==> src/rtl/b32kd_pkg.sv <==
`default_nettype none
package b32kd_pkg;

  // Status codes on the result channel
  typedef enum logic [1:0] {
    ST_OK       = 2'd0,
    ST_INVALID  = 2'd1,
    ST_OVERFLOW = 2'd2,
    ST_SHORT    = 2'd3
  } status_t;

  localparam logic [7:0] SYM_NONE = 8'h00;  // empty item, end only
  localparam logic [7:0] PAD_CHAR = 8'h3D;  // '='

  // Decoder state carried from item to item
  typedef struct packed {
    logic [11:0] bit_buffer;
    logic [3:0]  bit_count;
    logic [5:0]  bytes_out;
    logic        pad_seen;
    status_t     error_code;
  } dec_state_t;

  // One result item
  typedef struct packed {
    logic       byte_valid;
    logic [7:0] key_byte;
    logic [4:0] byte_index;
    logic       done_res;
    status_t    status;
  } dec_result_t;

  // Alphabet lookup: {legal, 5-bit value}
  function automatic logic [5:0] sym_decode(input logic [7:0] c);
    logic [5:0] r;
    r = 6'd0;
    if (c >= 8'h41 && c <= 8'h5A) begin
      r = {1'b1, 5'(c - 8'h41)};
    end else if (c >= 8'h32 && c <= 8'h37) begin
      r = {1'b1, 5'(c - 8'h32 + 8'd26)};
    end
    return r;
  endfunction

endpackage
`default_nettype wire

==> src/rtl/b32kd_step.sv <==
`default_nettype none
module b32kd_step
  import b32kd_pkg::*;
#(
  parameter int KEY_BYTES   = 32,
  parameter int MAX_DECODED = 36
) (
  input  dec_state_t  st,
  input  logic [7:0]  symbol,
  input  logic        last,
  output dec_state_t  st_next,
  output dec_result_t res
);

  localparam logic [6:0] KEY_LIM = 7'(KEY_BYTES);
  localparam logic [6:0] MAX_LIM = 7'(MAX_DECODED);

  logic [5:0]  dec;
  logic [11:0] buf_w;
  logic [4:0]  cnt_w;
  logic [2:0]  sh;

  assign dec   = sym_decode(symbol);
  assign buf_w = {st.bit_buffer[6:0], dec[4:0]};
  assign cnt_w = {1'b0, st.bit_count} + 5'd5;
  // after taking a byte at most 4 bits remain
  assign sh    = 3'(cnt_w - 5'd8);

  // One character: pad, error, or shift in five bits and maybe emit a byte
  always_comb begin
    st_next        = st;
    res            = '0;
    res.done_res   = last;
    if (symbol != SYM_NONE && st.error_code == ST_OK) begin
      if (symbol == PAD_CHAR) begin
        st_next.pad_seen = 1'b1;
      end else if (!dec[5] || st.pad_seen) begin
        st_next.error_code = ST_INVALID;
      end else begin
        st_next.bit_buffer = buf_w;
        st_next.bit_count  = cnt_w[3:0];
        if (cnt_w >= 5'd8) begin
          st_next.bit_count = {1'b0, sh};
          if ({1'b0, st.bytes_out} >= MAX_LIM) begin
            st_next.error_code = ST_OVERFLOW;
          end else begin
            if ({1'b0, st.bytes_out} < KEY_LIM) begin
              res.byte_valid = 1'b1;
              res.key_byte   = 8'(buf_w >> sh);
              res.byte_index = st.bytes_out[4:0];
            end
            st_next.bytes_out = st.bytes_out + 6'd1;
          end
        end
      end
    end
    // final status on the last item
    res.status = st_next.error_code;
    if (last) begin
      if (st_next.error_code == ST_OK && {1'b0, st_next.bytes_out} < KEY_LIM) begin
        res.status = ST_SHORT;
      end
      st_next = '0;
    end
  end

endmodule
`default_nettype wire

==> src/rtl/base32_key_decoder.sv <==
// Streaming base32 key decoder.
// Input channel s_*: one ASCII character per item in s_tdata[7:0]; s_tlast
// marks the final character of an address. A zero character is an empty
// item that only carries the end mark.
// Output channel m_*: exactly one result item per input item, in order.
// m_tdata holds byte_valid, key_byte, byte_index and status; m_tlast is
// done_res. Only the first KEY_BYTES decoded bytes come out with
// byte_valid set; status on the last item is the final verdict and the
// consumer drops the key unless it is ok.
// A result passes through one input register and one result register,
// with the decode step between them.
// Throughput: one item per cycle while the receiver takes results; the
// state update is a single shift-and-compare step, so items follow back to back.
// When the receiver stalls, the result register holds and the input
// register fills; s_tready falls once both are occupied.
// Reset clears the decoder state and empties both registers. After a last
// item the state returns to its reset value for the next address.
`default_nettype none
module base32_key_decoder
  import b32kd_pkg::*;
#(
  parameter int KEY_BYTES   = 32,
  parameter int MAX_DECODED = 36
) (
  input  logic        clk,
  input  logic        rst,
  input  logic        s_tvalid,
  output logic        s_tready,
  input  logic [7:0]  s_tdata,   // [7:0] symbol
  input  logic        s_tlast,
  output logic        m_tvalid,
  input  logic        m_tready,
  output logic [15:0] m_tdata,   // [0] byte_valid, [8:1] key_byte, [13:9] byte_index,
                                 // [15:14] status
  output logic        m_tlast
);

  logic        s1_valid;
  logic [7:0]  s1_symbol;
  logic        s1_last;
  logic        advance;
  dec_state_t  st;
  dec_state_t  st_next;
  dec_result_t res;

  assign advance  = s1_valid && (!m_tvalid || m_tready);
  assign s_tready = !s1_valid || advance;

  // Input register
  always_ff @(posedge clk) begin
    if (rst) begin
      s1_valid <= 1'b0;
    end else if (s_tready) begin
      s1_valid <= s_tvalid;
    end
  end

  always_ff @(posedge clk) begin
    if (s_tvalid && s_tready) begin
      s1_symbol <= s_tdata;
      s1_last   <= s_tlast;
    end
  end

  b32kd_step #(
    .KEY_BYTES  (KEY_BYTES),
    .MAX_DECODED(MAX_DECODED)
  ) u_step (
    .st     (st),
    .symbol (s1_symbol),
    .last   (s1_last),
    .st_next(st_next),
    .res    (res)
  );

  // Decoder state
  always_ff @(posedge clk) begin
    if (rst) begin
      st <= '0;
    end else if (advance) begin
      st <= st_next;
    end
  end

  // Result register
  always_ff @(posedge clk) begin
    if (rst) begin
      m_tvalid <= 1'b0;
    end else if (advance) begin
      m_tvalid <= 1'b1;
    end else if (m_tready) begin
      m_tvalid <= 1'b0;
    end
  end

  always_ff @(posedge clk) begin
    if (advance) begin
      m_tdata <= {res.status, res.byte_index, res.key_byte, res.byte_valid};
      m_tlast <= res.done_res;
    end
  end

`ifndef SYNTHESIS
  // a delivered byte carries ok status, or too short on the last result
  a_byte_status: assert property (@(posedge clk) disable iff (rst)
    m_tvalid && m_tdata[0] |->
      m_tdata[15:14] == ST_OK || (m_tlast && m_tdata[15:14] == ST_SHORT))
    else $error("byte delivered with error status");

  // too short only on the last result
  a_short_last: assert property (@(posedge clk) disable iff (rst)
    m_tvalid && !m_tlast |-> m_tdata[15:14] != ST_SHORT)
    else $error("too-short status before end");

  // state is back to reset after a last item
  a_clear_after_last: assert property (@(posedge clk) disable iff (rst)
    advance && s1_last |=> st == '0)
    else $error("state not cleared after last item");

  // at rest fewer than eight bits are held
  a_bit_count: assert property (@(posedge clk) disable iff (rst)
    st.bit_count < 4'd8)
    else $error("bit count out of range");

  // no byte index beyond the key length
  a_index: assert property (@(posedge clk) disable iff (rst)
    advance && res.byte_valid |-> {1'b0, st.bytes_out} < 7'(KEY_BYTES))
    else $error("byte index beyond key");
`endif

endmodule
`default_nettype wire

==> config.mk <==
export PLATFORM = sky130hd
export DESIGN_NAME = base32_key_decoder
export DESIGN_NICKNAME = d
export VERILOG_FILES = /design/src/rtl/b32kd_pkg.sv /design/src/rtl/b32kd_step.sv /design/src/rtl/base32_key_decoder.sv
export SDC_FILE = /design/constraint.sdc
export NUM_CORES = 1
export LEC_CHECK = 0
export ABC_AREA = 0
export BUFFER_PORTS_ARGS = -buffer_cell sky130_fd_sc_hd__buf_2
export CORE_MARGIN = 5
export CORE_UTILIZATION = 35
export DETAILED_ROUTE_END_ITERATION = 8
export PLACE_DENSITY = 0.56
export SLEW_MARGIN = 15
export SYNTH_ARGS = -nofsm -noshare
export SYNTH_HDL_FRONTEND = slang
export SYNTH_SLANG_ARGS = --single-unit
==> constraint.sdc <==
create_clock -name clk -period 6.25 [get_ports clk]
set_clock_uncertainty 0.15 [all_clocks]
set_input_delay 1.25 -clock clk [delete_from_list [all_inputs] [get_ports clk]]
set_output_delay 1.25 -clock clk [all_outputs]
set_load 0.01 [all_outputs]
==> results.yml, run 1 <==
cells_and_area:
  layout-area-overhead-vs-synth_pct: 11.4
  leading_cell_type_in_the_layout_fill_and_taps_excluded: "sky130_fd_sc_hd__buf_2"
  nFillCells: 748
  utilization_pct: 40.6
  final_cell_mix: "sky130_fd_sc_hd__buf_2 (31), sky130_fd_sc_hd__nor2_1 (30), sky130_fd_sc_hd__edfxtp_1 (26), sky130_fd_sc_hd__dfxtp_1 (22), sky130_fd_sc_hd__nand2_1 (17)"
  num_antenna_cells: 0
  fin_cells: 389
  nNetsFinal: 311
  drive_above_1_share_pct: 18.3
grt:
  grt_pass1_wl_um: 9250
  grt_overflow_total: 0
  globalRouteTotalUtil_pct: 11.6
  grt_pass1_vias: 1902
  initial_antenna_violation_count: 0
  maximum_number_of_pins_on_one_net_before_global_route_repair: 27
timing:
  rsz0062_at_grt: "no"
  timing_worst_slew_pin_value_ps: 1060
  timing.setup.tns_ps: 0
  final_max_slew_viol_count: 0
  final_hold_viol_count: 0
  report.final.setup_viol: 0
  timing_limited_maximum_frequency_mhz: 279
  timing.final.crit_share_pct: 57.4
  timing.max_slew.rel_slack_pct: 29.0
  finalWorstPathRequiredPeriod_ps: 3590
synthesis:
  synthesis.area_per_instance_um2: 10.1
  netlist_area_before_placement_um2: 2670
  yosys_most_used_dff: "sky130_fd_sc_hd__edfxtp_1"
  synth_cell_types: 60
  synth-seq-area-share_pct: 45.7
  total_number_of_yosys_warnings: 0
  synth-async-reset-ratio_pct: 0
  synth_edf_count: 26
  post_synth_inst_count: 264
  number_of_storage_elements_in_the_synthesis_netlist: 48
  syn_nets: 286
clock_tree:
  ctsHtreeMaxLevel: 2
  ctsRootBufferMaster: "sky130_fd_sc_hd__clkbuf_8"
  ctsResizeCount: 0
  clk_latency_ps: 300
  cts_setup_buffers: 0
  path_clk_slew_ps: 90
  numClockSinks: 48
  tritoncts: "yes"
  clockBufferDepth: 2
  cts-buffers-inserted: 5
  cts-hold-fix-buffers: 0
power_and_ir_drop:
  power_per_cell_area_nw_per_um2: 194
  static-leakage-power_uw: 0.00102
  power_uw: 579
  worst_ir_drop_vdd_mv: 0.103
drt:
  drt.antenna.violating_nets: 0
  drt_first_iter_violations: 155
  drt_drc_violations_left: 0
  dr.pass1.iters: 4
  route.detailed.vias_per_inst: 5.24
  wl_um: 5480
  route.detailed.wl_per_inst_um: 14.1
  num_vias: 2040
setup_path:
  critPathMaxFanout: 26
  critical_path_class: "in2reg"
  end_kind: "register"
  crit_required_ps: 6330
  cp_data_arrival_time_ps: 3670
  timing.reg2reg.worst_path_depth: 7
  critical_register_to_register_path_endpoint: "m_tdata[1]"
  timing.critical_path.from_type: "input port"
  r2r_setup_slack_ps: 2940
  worst_r2r_startpoint: "st[9]"
floorplanning:
  initial_utilization_pct: 36.4
  boundaryPins: 32
  die_area_um2: 9480
  rows: 31
  die_y_um: 97.4
  core_area_um2: 7330
  die_w_um: 97.4
hold_path:
  min_to: "st[5]"
  hold_start: "st[5]"
  hold_path_cell_cnt: 2
  hp-class: "reg2reg"
placement:
  placement.io_buffers: 31
  post_dp_hpwl_um: 3930
  dp.cells: 381
  place.gp.congestion: 0.786
job:
  max_cap_viol_count: 0
status:
  run_status: "finished clean"
==> cell families after synthesis <==
logic type	after synthesis	synth area share (%)
flip-flops	48	45.7
AND/OR/NAND/NOR	103	20.9
adder cells (fa/ha/maj)	9	4.22
XOR/XNOR	4	1.31
AO/OA/AOI/OAI	63	18.5
multiplexers	12	5.48
buffers and inverters	25	3.89
==> worst max-delay path by stage <==
stage | from | to | slack [ps] | cells past startpoint
final | m_tready | st[11] | 2660 | 8
after global routing | m_tready | st[11] | 2360 | 8
after CTS | m_tready | st[11] | 2620 | 8
after detailed placement | m_tready | st[11] | 2300 | 8
after global placement | m_tready | st[11] | 2390 | 8
after floorplan | m_tready | st[13] | 3050 | 8
==> flip-flops by register name, summed over array words and instances (netlist names) <==
name and count:
st 20, m_tdata 16, s1_symbol 8, m_tlast 1
m_tvalid 1, s1_last 1, s1_valid 1
==> area by class of cell <==
| type | count | area (um2) | area share [%] |
|---|---|---|---|
| inverters | 11 | 41.3 | 1.39 |
| clock buffers | 7 | 76.3 | 2.56 |
| flip-flops and latches | 48 | 1220 | 41.0 |
| clock inverters | 1 | 5.00 | 0.168 |
| well taps | 99 | 124 | 4.16 |
| multi-input cells | 191 | 1350 | 45.2 |
| repair buffers | 32 | 163 | 5.46 |
==> metal layers <==
metal / GRT usage [%] / vias to the layer above / part of all wire [%]
li1: - / 1042 / -
met1: 16.2 / 948 / 50
met2: 18.1 / 45 / 45
met3: 2.66 / 5 / 4.8
met4: 2.88 / 0 / 0.82
met5: 0 / - / 0
==> cell usage after synthesis (all sizes together), types with 2 or more instances <==
cell type  count  share of area (%)
and3           2               0.47
nand2         17                2.4
xnor2          3               0.98
ha             9                4.2
mux2i          9                3.4
a2111oi        2                1.6
and2           4               0.94
nor3b          2               0.56
nor4b          2               0.66
inv           10                1.4
nor3          12                3.0
a32oi          6                2.0
clkbuf         7               0.98
a211o          4                1.3
and4b          2               0.75
nand3         10                1.9
edfxtp        26                 29
mux4           2                1.7
a31oi         10                2.3
o31ai          2               0.75
nor2b          3               0.70
a211oi         4                1.7
nor2          30                4.2
o21ai          3               0.56
nand2b         9                2.2
buf            7                1.4
a21oi         15                2.8
nand4          2               0.47
or4            2               0.56
o311ai         2               0.66
a221oi         4                1.3
dfxtp         22                 16
==> power by group <==
| part | internal [uW] | total, uW | switching, uW |
|---|---|---|---|
| logic | 18.8 | 48.6 | 29.8 |
| registers | 342 | 351 | 9.08 |
| clock network | 78.8 | 179 | 100 |
| total | 440 | 579 | 139 |
==> worst max-delay path, stage by stage <==
cell and delay (ps):
sky130_fd_sc_hd__buf_2 80, sky130_fd_sc_hd__nor2b_1 60, sky130_fd_sc_hd__nand2b_1 230, sky130_fd_sc_hd__clkinv_1 490, sky130_fd_sc_hd__nand2b_1 240, sky130_fd_sc_hd__a2111oi_2 990
sky130_fd_sc_hd__nand3_1 150, sky130_fd_sc_hd__a31oi_1 180
==> through the flow <==
stage / instance area (um2) / setup WS, ps / hold WS, ps
3_5_place_dp: 2900 / 2300 / 349
5_1_grt: 2980 / 2360 / 411
3_3_place_gp: 2900 / 2390 / 359
6_report: 2980 / 2660 / 366
4_1_cts: 2980 / 2620 / 361
2_1_floorplan: 2670 / 3050 / 274
Power figures use the tool's default switching activity.
==> run 2, diff against run 1 <==
==> constraint.sdc (replaced) <==
create_clock -name clk -period 3.6 [get_ports clk]
set_clock_uncertainty 0.15 [all_clocks]
set_input_delay 0.72 -clock clk [delete_from_list [all_inputs] [get_ports clk]]
set_output_delay 0.72 -clock clk [all_outputs]
set_load 0.01 [all_outputs]
==> results.yml, run 2 (synthesized netlist as in run 1, its figures left out) <==
status:
  run_status: "finished clean"
clock_tree:
  cts-buffers-inserted: 5
  clk_latency_ps: 300
  cts_setup_buffers: 0
  tritoncts: "yes"
  ctsRootBufferMaster: "sky130_fd_sc_hd__clkbuf_8"
  clockBufferDepth: 2
  cts-hold-fix-buffers: 0
  numClockSinks: 48
  path_clk_slew_ps: 90
  ctsResizeCount: 0
  ctsHtreeMaxLevel: 2
cells_and_area:
  drive_above_1_share_pct: 19.5
  nNetsFinal: 314
  nFillCells: 728
  final_cell_mix: "sky130_fd_sc_hd__buf_2 (31), sky130_fd_sc_hd__nor2_1 (30), sky130_fd_sc_hd__edfxtp_1 (26), sky130_fd_sc_hd__dfxtp_1 (22), sky130_fd_sc_hd__nand2_1 (17)"
  utilization_pct: 41.4
  leading_cell_type_in_the_layout_fill_and_taps_excluded: "sky130_fd_sc_hd__buf_2"
  layout-area-overhead-vs-synth_pct: 13.6
  largestRegisters: "st x20, m_tdata x16, s1_symbol x8"
  num_antenna_cells: 0
  number_of_flip_flops_in_the_largest_register: 20
  top_register: "st"
grt:
  initial_antenna_violation_count: 0
  met3_demand_to_capacity_share_in_global_routing_pct: 2.94
  grt_pass1_wl_um: 10000
  globalRouteMet2Util_pct: 19.1
  maximum_number_of_pins_on_one_net_before_global_route_repair: 26
  globalRouteTotalUtil_pct: 12.4
  globalRouteMet1Util_pct: 17.5
  grt_overflow_total: 0
  grt_pass1_vias: 2009
  grt_most_used_layer: "met2"
floorplanning:
  rows: 31
  core_area_um2: 7330
  die_area_um2: 9480
  initial_utilization_pct: 36.4
  die_w_um: 97.4
  die_y_um: 97.4
  boundaryPins: 32
drt:
  drt_drc_violations_left: 0
  route.detailed.vias_per_inst: 5.35
  dr.pass1.iters: 4
  drt_first_iter_violations: 110
  drt.antenna.violating_nets: 0
  wl_um: 5580
  route.detailed.wl_per_inst_um: 14.2
  num_vias: 2097
setup_path:
  crit_required_ps: 3560
  critical_register_to_register_path_endpoint: "m_tdata[3]"
  critical_path.cell_chain: "inv_1 -> ha_1 -> nor4b_1 -> a211oi_2 -> nand2_1 -> a2111oi_4 -> nand2b_2 -> a311oi_1"
  timing.reg2reg.worst_path_depth: 8
  timing.critical_path.from_type: "register"
  end_kind: "register"
  cpMaxStageDelayCell: "sky130_fd_sc_hd__edfxtp_1"
  critical_path_class: "reg2reg"
  worst_r2r_startpoint: "s1_symbol[1]"
  r2r_setup_slack_ps: 640
  critPathMaxFanout: 13
  timing.critical_path.slowest_cell_delay_ps: 520
  cp_data_arrival_time_ps: 2920
hold_path:
  hold_start: "st[5]"
  hp-class: "reg2reg"
  hold_path_cell_cnt: 2
  min_to: "st[5]"
timing:
  final_hold_viol_count: 0
  timing_limited_maximum_frequency_mhz: 338
  timing.final.crit_share_pct: 82.1
  report.final.setup_viol: 0
  finalWorstPathRequiredPeriod_ps: 2960
  timing.setup.tns_ps: 0
  setup_ws_ps: 643
  rsz0062_at_grt: "no"
  timing.max_slew.rel_slack_pct: 40.1
  finalHoldWorstSlack_ps: 347
  final_max_slew_viol_count: 0
  timing_worst_slew_pin_value_ps: 896
power_and_ir_drop:
  static-leakage-power_uw: 0.00105
  worst_ir_drop_vdd_mv: 0.159
  netSwitchingFraction_pct: 22.5
  power_per_cell_area_nw_per_um2: 362
  internal_power_uw: 851
  seq_power_share_pct: 55.4
  clock_power_share_pct: 36.7
  p_sw_uw: 247
  power_share_of_the_combinational_group_pct: 7.9
placement:
  post_dp_hpwl_um: 4080
  placement.io_buffers: 31
  place.gp.congestion: 0.918
  placement.setup.worst_slack_ps: 655
job:
  max_cap_viol_count: 0
==> run 2: changes by cell type in the layout (fill, tap and decap cells not counted) <==
cell and delta:
sky130_fd_sc_hd__clkinv_2 -1, sky130_fd_sc_hd__clkbuf_8 +1, sky130_fd_sc_hd__buf_4 +3, sky130_fd_sc_hd__clkbuf_1 -2, sky130_fd_sc_hd__clkinv_1 +1, sky130_fd_sc_hd__bufinv_16 +1
==> run 2: layout make-up <==
| type | instances | area (um2) | share of cell area (%) |
|---|---|---|---|
| sequential | 48 | 1220 | 40.2 |
| tap | 99 | 124 | 4.08 |
| clock buffer | 6 | 82.6 | 2.72 |
| inverter | 11 | 41.3 | 1.36 |
| timing repair buffer | 35 | 185 | 6.10 |
| clock inverter | 2 | 33.8 | 1.11 |
| multi-input combinational | 191 | 1350 | 44.4 |
==> run 2: per-layer routing <==
metal / wire length (um) / up-vias / share of wire [%]
met5: 0 / - / 0
met2: 2520 / 51 / 45
li1: - / 1050 / -
met1: 2730 / 990 / 49
met3: 266 / 6 / 4.8
met4: 64 / 0 / 1.1
==> run 2: power by group through the flow <==
stage	logic, uW	clock network [uW]	registers [uW]
2_1_floorplan	57.0	0	620
3_3_place_gp	87.7	0	621
3_5_place_dp	87.3	0	621
4_1_cts	87.8	414	609
5_1_grt	97.7	442	612
6_report	87.1	403	609
==> run 2: through the flow <==
step                instance area [um2]  std cells  total power, uW
CTS                                3030        392             1110
detailed placement                 2920        384              709
global route                       3030        392             1150
floorplan                          2670        264              677
finish                             3030        392             1100
global placement                   2920        384              709
==> run 2: worst max-delay path by stage <==
stage                             from    endpoint  slack [ps]  cells past startpoint
after global placement    s1_symbol[1]  m_tdata[1]         810                      8
after CTS                 s1_symbol[1]  m_tdata[3]         620                      8
after detailed placement  s1_symbol[1]  m_tdata[3]         650                      8
after global routing      s1_symbol[1]  m_tdata[3]         360                      8
final                     s1_symbol[1]  m_tdata[3]         640                      8
after floorplan               m_tready      st[13]         930                      8
==> run 2: critical path, delay by kind of cell (launching register included) <==
kind,cells,cell delay (ps)
compound gates,3,1130
fa+ha+maj,1,200
buf+inv,1,140
flops,1,520
simple gates,3,640
